--- config.mk ---
export PLATFORM = sky130hd
export DESIGN_NAME = hppt_div
export DESIGN_NICKNAME = d
export VERILOG_FILES = /design/src/hppt_div.sv
export SDC_FILE = /design/constraint.sdc
export NUM_CORES = 1
export LEC_CHECK = 0
export ABC_AREA = 1
export BUFFER_PORTS_ARGS = -buffer_cell sky130_fd_sc_hd__buf_4
export CAP_MARGIN = 25
export CORE_MARGIN = 2
export CORE_UTILIZATION = 40
export DETAILED_ROUTE_END_ITERATION = 8
export GPL_ROUTABILITY_DRIVEN = 0
export GPL_TIMING_DRIVEN = 0
export PLACE_DENSITY = 0.55
export SYNTH_ARGS = -nofsm -noshare
export SYNTH_HDL_FRONTEND = slang
export SYNTH_SLANG_ARGS = --single-unit
--- constraint.sdc ---
create_clock -name clk_i -period 2.7 [get_ports clk_i]
set_input_delay 0 -clock clk_i [delete_from_list [all_inputs] [get_ports clk_i]]
set_output_delay 0 -clock clk_i [all_outputs]
set_load 0.005 [all_outputs]
--- src/hppt_div.sv ---
`default_nettype none
// restoring divider, one quotient bit per cycle, result saturated to W bits
module hppt_div #(
  parameter int unsigned W = 32,
  parameter int unsigned F = 16
) (
  input  wire logic         clk_i,
  input  wire logic         rst_ni,
  input  wire logic         start_i,
  input  wire logic [W-1:0] num_i,
  input  wire logic [W-1:0] den_i,
  output logic              done_o,
  output logic [W-1:0]      quo_o,
  output logic              ovf_o
);
  localparam int unsigned NB = W + F;
  localparam int unsigned CB = $clog2(NB + 1);

  logic [NB-1:0] num_q, num_d;
  logic [NB-1:0] quo_q, quo_d;
  logic [W:0]    rem_q, rem_d;
  logic [W-1:0]  den_q, den_d;
  logic          neg_q, neg_d;
  logic [CB-1:0] cnt_q, cnt_d;
  logic          busy_q, busy_d;
  logic          done_q, done_d;
  logic [W:0]    shl;
  logic [W:0]    sub;
  logic [NB:0]   sq;
  logic [W-1:0]  na, da;

  always_comb begin
    na = num_i[W-1] ? (~num_i + 1'b1) : num_i;
    da = den_i[W-1] ? (~den_i + 1'b1) : den_i;
    num_d = num_q; quo_d = quo_q; rem_d = rem_q; den_d = den_q; neg_d = neg_q;
    cnt_d = cnt_q; busy_d = busy_q; done_d = 1'b0;
    shl = {rem_q[W-1:0], num_q[NB-1]};
    sub = shl - {1'b0, den_q};
    if (start_i) begin
      num_d = NB'(na) << F;
      den_d = da;
      neg_d = num_i[W-1] ^ den_i[W-1];
      rem_d = '0;
      quo_d = '0;
      cnt_d = CB'(NB);
      busy_d = 1'b1;
    end else if (busy_q) begin
      num_d = num_q << 1;
      if (shl >= {1'b0, den_q}) begin
        rem_d = sub;
        quo_d = {quo_q[NB-2:0], 1'b1};
      end else begin
        rem_d = shl;
        quo_d = {quo_q[NB-2:0], 1'b0};
      end
      cnt_d = cnt_q - 1'b1;
      if (cnt_q == CB'(1)) begin
        busy_d = 1'b0;
        done_d = 1'b1;
      end
    end
  end

  always_ff @(posedge clk_i or negedge rst_ni) begin
    if (!rst_ni) begin
      busy_q <= 1'b0;
      done_q <= 1'b0;
      cnt_q  <= '0;
    end else begin
      busy_q <= busy_d;
      done_q <= done_d;
      cnt_q  <= cnt_d;
    end
  end

  always_ff @(posedge clk_i) begin
    num_q <= num_d; quo_q <= quo_d; rem_q <= rem_d; den_q <= den_d; neg_q <= neg_d;
  end

  // signed saturation of the magnitude quotient
  always_comb begin
    sq = neg_q ? (~{1'b0, quo_q} + 1'b1) : {1'b0, quo_q};
    ovf_o = 1'b0;
    quo_o = sq[W-1:0];
    if (sq[NB:W-1] != {(NB-W+2){1'b0}} && sq[NB:W-1] != {(NB-W+2){1'b1}}) begin
      ovf_o = 1'b1;
      quo_o = sq[NB] ? {1'b1, {(W-1){1'b0}}} : {1'b0, {(W-1){1'b1}}};
    end
  end

  assign done_o = done_q;
endmodule
`default_nettype wire

==> impl_metrics.py, run 1 <==
metrics = {
    "timing": {
        "max_freq_mhz": 353.7,
        "worst_hold_slack_ns": 0.008984,
        "finalWorstPathRequiredPeriod_ns": 2.827,
        "worstMarginPinSlew_ns": 0.9485,
        "rsz0062_at_grt": "yes",
        "finalCritPeriodShare_pct": 104.7,
        "setup_viol": 30,
        "finalWorstSetupSlack_ns": -0.1269,
        "finalHoldViolCount": 0,
        "drv_slew": 0,
        "skew_ns": 0.01134,
        "relSlewSlack_pct": 36.53,
    },
    "synth": {
        "netlist_area_um2": 11380,
        "ys_seq_area_share_pct": 32.98,
        "avgSynthCellArea_um2": 7.017,
        "yosysWarningCount": 0,
        "synthCells": 1622,
        "synth-seq-cells": 153,
        "synth_nets": 1727,
        "yosys.cell_types.count": 53,
    },
    "clock_tree": {
        "tritoncts": "built",
        "cts_buffers": 17,
        "clkSlewWorstSetupHoldPaths_ns": 0.07,
        "htree_levels": 4,
        "cts_root_buf": "clkbuf_16",
        "insertion_delay_ns": 0.44,
        "cts_buffer_depth": 2,
        "numClockSinks": 153,
    },
    "global_routing": {
        "grt_max_degree": 39,
        "grt-ovfl-total": 0,
        "grt_pass1_vias": 10880,
        "track_usage_pct": 23.25,
        "antenna_found_initial": 0,
        "grt_first_pass_wirelength_um": 55980,
    },
    "critical_path": {
        "cp.arrival_ns": 2.83,
        "cp.required_ns": 2.70,
        "startpoint_type": "flip-flop",
        "cp_max_fo": 5,
        "crit_path_end_kind": "output pin",
        "critPathKind": "reg -> out",
    },
    "detailed_routing": {
        "viasPerCell": 5.140,
        "firstDrtPassIters": 6,
        "avgRoutedWirePerCell_um": 15.95,
        "final_antenna_net_count": 0,
        "drt_iter0_drc": 791,
        "wirelength_um": 35410,
        "via_count": 11410,
        "drc": 0,
    },
    "layout": {
        "final.fill_count": 2837,
        "drive_gt1_share_pct": 19.06,
        "final_common_cell": "nand2_1",
        "num_antenna_cells": 0,
        "nets": 1934,
        "stdcell_count": 2220,
        "areaGrowthSynthToFinish_pct": 28.14,
        "mostFrequentLayoutCells": "nand2_1, inv_1, nor2_1, buf_4, nand3_1",
        "utilization_pct": 52.21,
    },
    "outcome": {
        "violations": "setup timing",
        "status": "finished with violations",
    },
    "power": {
        "p_leak_nw": 6.975,
        "vdd.ir_drop.worst_mv": 0.7674,
        "powerDensity_nw_per_um2": 1025,
    },
    "floorplanning": {
        "die_h_um": 172.7,
        "die_w_um": 172.7,
        "pin_count": 101,
        "fp-row-count": 61,
        "core_area_um2": 27930,
        "die_area_um2": 29820,
        "initial_core_util_pct": 40.75,
    },
    "place": {
        "dp_hpwl_um": 27090,
        "place_ws_ns": -0.3437,
        "port_buffers": 99,
        "placedCellCount": 2100,
    },
    "run": {
        "maxCapViolCount": 0,
    },
    "hold_path": {
        "hp-class": "in -> reg",
    },
}
[final timing paths]
path                                        start                     to  slack [ns]  cells past startpoint
setup / recovery           quo_q[35]$_SDFFE_PP0P_              quo_o[13]       -0.13                     15
hold / removal                          num_i[24]    num_q[40]$_DFFE_PP_       0.009                      3
hold reg to reg             rem_q[9]$_SDFFE_PP0P_  rem_q[9]$_SDFFE_PP0P_        0.49                      2
min in group asynchronous                  rst_ni   cnt_q[3]$_DFFE_PN0P_        0.62                      3
max in group asynchronous                  rst_ni   cnt_q[1]$_DFFE_PN0P_        1.80                      3
setup reg to reg                 busy_q$_DFF_PN0_    num_q[28]$_DFFE_PP_        0.13                      5
[routing by layer]
metal | vias to the layer above | track usage, % | wire [um]
li1 | 5754 | - | -
met5 | - | 0 | 0
met4 | 0 | 6.285 | 628
met3 | 41 | 3.672 | 1922
met1 | 5285 | 32.54 | 17050
met2 | 330 | 37.30 | 15800
[layout make-up]
class	instances	area, um^2	area share [%]
multi-input cells	1225	6949	47.65
flip-flops and latches	153	3762	25.80
repair buffers	188	1753	12.02
inverters	191	719.4	4.933
well taps	378	473.0	3.243
clock buffers	17	425.4	2.917
plain buffers	53	339.1	2.325
clock inverters	15	163.9	1.124
[cell families after synthesis]
logic type | share of synthesized area [%]
compound gates | 11.70
xor+xnor | 7.849
fa+ha+maj | 4.243
buf+inv | 9.278
flops | 32.98
simple gates | 33.96
[through the flow]
stage | area (um^2) | total power, mW | setup TNS [ns]
final | 14590 | 14.96 | -2.888
after global routing | 14590 | 15.94 | -7.233
after CTS | 14160 | 14.25 | -3.218
after detailed placement | 12620 | 10.65 | -3.905
after global placement | 12600 | 10.62 | -20.17
after floorplan | 11380 | 8.071 | 0
[registers in the layout, summed over array words and instances, names as in the netlist]
signal / count
quo_q: 48
done_o: 1
busy_q: 1
cnt_q: 6
rem_q: 32
neg_q: 1
den_q: 32
num_q: 32
[synthesized netlist by cell type (all sizes together)]
cell type / instances / share of area (%)
a21o: 5 / 0.33
buf: 18 / 1.8
o21bai: 6 / 0.43
o22ai: 49 / 2.7
xor2: 80 / 6.2
o21ai: 90 / 4.1
nand4: 52 / 2.9
clkbuf: 36 / 1.2
or3b: 1 / 0.077
xnor2: 22 / 1.7
o41ai: 1 / 0.077
nor2: 202 / 7.1
ha: 37 / 4.1
or2: 6 / 0.33
dfxtp: 80 / 14
nand3: 109 / 5.2
o211ai: 6 / 0.40
and3: 1 / 0.055
o31ai: 4 / 0.26
edfxtp: 65 / 17
fa: 1 / 0.18
a21oi: 56 / 2.5
nor4: 3 / 0.16
inv: 190 / 6.3
a21boi: 3 / 0.20
and2: 1 / 0.055
dfrtp: 8 / 1.8
nand2b: 1 / 0.055
nand3b: 6 / 0.40
clkinv: 1 / 0.033
o21a: 6 / 0.40
nand2: 449 / 17
nor3: 21 / 1.1
a31oi: 6 / 0.33
[worst max-delay path, stage by stage (launching register included)]
cell	delay, ns
dfxtp_1	0.34
nor2_1	0.19
nand2_1	0.14
o21ai_0	0.37
nand4_1	0.20
nand2_1	0.12
nand2_1	0.06
nor2_1	0.11
nand2_1	0.07
nor2_2	0.12
nand2_4	0.10
nand3_4	0.12
buf_12	0.14
clkbuf_16	0.15
nand2_2	0.06
buf_6	0.11
[repair_timing]
item | in CTS | in global routing
endpoints found under the setup margin | 74 | 66
hold endpoints to repair | 62 | 0
gates resized for setup | 62 | 83
buffers inserted | 16 | 11
hold buffers | 57 | 0
cloned | 1 | 4
pin swaps | 16 | 43
[power breakdown]
group	total (mW)	internal (mW)	switching, mW	leakage, nW
registers	3.01	2.78	0.236	1.42
clock network	2.47	1.38	1.09	0.288
logic	9.47	4.59	4.88	5.27
No activity file was read; power rests on OpenSTA's default activity.
==> run 2: changes to the inputs <==
- CORE_ASPECT_RATIO: not set -> 1.1
==> run 2 against run 1 <==
Against the previous run:
- the run still ends with setup timing left
- non-clock buffer count grew 10
- largest power group unchanged
- routed wire length is essentially flat
- die area is essentially flat
- clock skew is essentially flat
- combinational power grew 5.0%
- global-route usage grew 0.69 points
==> impl_metrics.py, run 2 (synthesized netlist as in run 1, its figures left out) <==
metrics = {
    "outcome": {
        "status": "finished with violations",
        "violations": "setup timing",
    },
    "floorplanning": {
        "die_h_um": 180.9,
        "die_w_um": 164.8,
        "core_area_um2": 27870,
        "initial_core_util_pct": 40.85,
        "fp-row-count": 64,
        "die_area_um2": 29820,
        "pin_count": 101,
    },
    "global_routing": {
        "grt_max_degree": 39,
        "grt-ovfl-total": 0,
        "grt_pass1_vias": 11040,
        "track_usage_pct": 23.95,
        "antenna_found_initial": 0,
        "grt_first_pass_wirelength_um": 56470,
    },
    "detailed_routing": {
        "viasPerCell": 5.150,
        "drc": 0,
        "final_antenna_net_count": 0,
        "avgRoutedWirePerCell_um": 16.00,
        "firstDrtPassIters": 6,
        "via_count": 11400,
        "drt_iter0_drc": 794,
        "wirelength_um": 35420,
    },
    "layout": {
        "stdcell_count": 2214,
        "drive_gt1_share_pct": 18.96,
        "areaGrowthSynthToFinish_pct": 28.76,
        "final_cell_area_um2": 14660,
        "final_common_cell": "nand2_1",
        "nets": 1943,
        "final.fill_count": 2757,
        "regMostFlops": "quo_q",
        "num_antenna_cells": 0,
        "utilization_pct": 52.59,
        "mostFrequentLayoutCells": "nand2_1, inv_1, nor2_1, buf_4, nand3_1",
        "largest_reg_flops": 48,
    },
    "power": {
        "sw_frac_of_total_pct": 40.86,
        "vdd.ir_drop.worst_mv": 1.106,
        "switching_power_mw": 6.308,
        "seqPwrFrac_pct": 19.5,
        "powerDensity_nw_per_um2": 1053,
        "clockPowerShare_pct": 16.1,
        "comb_power_share_pct": 64.4,
        "p_int_mw": 9.128,
        "p_leak_nw": 7.026,
    },
    "place": {
        "place_area_um2": 12600,
        "port_buffers": 99,
        "placedCellCount": 2085,
        "dp_hpwl_um": 26620,
    },
    "clock_tree": {
        "clkSlewWorstSetupHoldPaths_ns": 0.07,
        "cts_buffers": 17,
        "insertion_delay_ns": 0.44,
        "cts_root_buf": "clkbuf_16",
        "numClockSinks": 153,
        "tritoncts": "built",
        "htree_levels": 4,
        "cts_buffer_depth": 2,
    },
    "hold_path": {
        "worstHoldStart": "num_i[21]",
        "min_to": "num_q[37]$_DFFE_PP_",
        "hp-class": "in -> reg",
        "holdPathStages": 4,
    },
    "critical_path": {
        "cp.arrival_ns": 2.89,
        "r2r_setup_slack_ns": 0.11,
        "cp.required_ns": 2.70,
        "rr_startpoint": "den_q[0]$_DFFE_PP_",
        "r2r-end": "rem_q[26]$_SDFFE_PP0P_",
        "critPathKind": "reg -> out",
        "reg2regPathDepth": 12,
        "startpoint_type": "flip-flop",
        "cp_max_fo": 5,
        "crit_path_end_kind": "output pin",
    },
    "run": {
        "maxCapViolCount": 0,
    },
    "timing": {
        "finalWorstSetupSlack_ns": -0.1905,
        "rsz0062_at_grt": "yes",
        "finalHoldViolCount": 0,
        "skew_ns": 0.01169,
        "finalWorstPathRequiredPeriod_ns": 2.891,
        "relSlewSlack_pct": 43.56,
        "drv_slew": 0,
        "worst_hold_slack_ns": 0.01090,
        "worstMarginPinSlew_ns": 0.8435,
        "max_freq_mhz": 346.0,
        "setup_viol": 32,
        "finalCritPeriodShare_pct": 107.1,
    },
}
[run 2: cell type report]
cell class	instances	area (um^2)	area share [%]
plain buffers	54	356.6	2.433
clock buffers	17	425.4	2.903
clock inverters	15	161.4	1.101
inverters	191	719.4	4.909
multi-input cells	1224	6898	47.07
flip-flops and latches	153	3755	25.62
well taps	363	454.2	3.099
repair buffers	197	1886	12.87
[run 2: how the worst max path moves through the flow]
| stage | start | to | depth (start not counted) | slack, ns |
|---|---|---|---|---|
| 2_1_floorplan | num_q[47]$_DFFE_PP_ | rem_q[30]$_SDFFE_PP0P_ | 13 | 0.38 |
| 3_3_place_gp | busy_q$_DFF_PN0_ | num_q[35]$_DFFE_PP_ | 4 | -0.51 |
| 3_5_place_dp | den_q[0]$_DFFE_PP_ | rem_q[30]$_SDFFE_PP0P_ | 13 | -0.37 |
| 4_1_cts | quo_q[0]$_SDFFE_PP0P_ | quo_o[3] | 19 | -0.14 |
| 5_1_grt | quo_q[0]$_SDFFE_PP0P_ | quo_o[11] | 19 | -0.32 |
| 6_report | quo_q[0]$_SDFFE_PP0P_ | quo_o[11] | 19 | -0.19 |
[run 2: worst max-delay path, cell delays in order, from the launching register on]
cell and delay, ns:
dfxtp_2 0.32, inv_2 0.08, ha_4 0.16, nand3_4 0.08
nand2_4 0.13, nand3_4 0.11, nor2_4 0.17, buf_4 0.15
buf_4 0.09, nand4_1 0.09, a21oi_1 0.17, nand2_1 0.08
nor2_2 0.13, nand2_4 0.10, nand2_8 0.10, buf_12 0.14
clkbuf_16 0.15, nand2_2 0.05, nand2_2 0.05, buf_4 0.10
[run 2: per-layer routing]
| metal | routed length [um] | part of all wire [%] | GRT usage, % |
|---|---|---|---|
| met1 | 16430 | 46 | 32.78 |
| met2 | 16290 | 46 | 38.73 |
| met3 | 1720 | 4.9 | 3.145 |
| met4 | 978 | 2.8 | 8.209 |
| met5 | 0 | 0 | 0 |
[run 2: what timing repair did]
item | in CTS | in global routing
endpoints found under the hold margin | 63 | 0
buffers inserted | 18 | 15
pin swaps | 16 | 29
cloned | 3 | 2
hold buffers | 59 | 0
endpoints found under the setup margin | 64 | 75
resized for setup | 65 | 65
[run 2: power groups by stage]
stage          Sequential, mW  Clock (mW)  Combinational (mW)
6_report                 3.01        2.49                9.94
3_5_place_dp             3.05           0                7.55
5_1_grt                  3.05        2.61                10.8
4_1_cts                  3.00        2.53                9.11
2_1_floorplan            2.97           0                5.10
3_3_place_gp             3.05           0                7.51
[run 2: through the flow]
stage               setup WS [ns]  TNS (ns)  power, mW
floorplan                  0.3840         0      8.071
global placement          -0.5124    -24.31      10.56
detailed placement        -0.3659    -3.672      10.60
CTS                       -0.1442    -3.708      14.64
global route              -0.3223    -9.232      16.45
finish                    -0.1905    -5.010      15.44
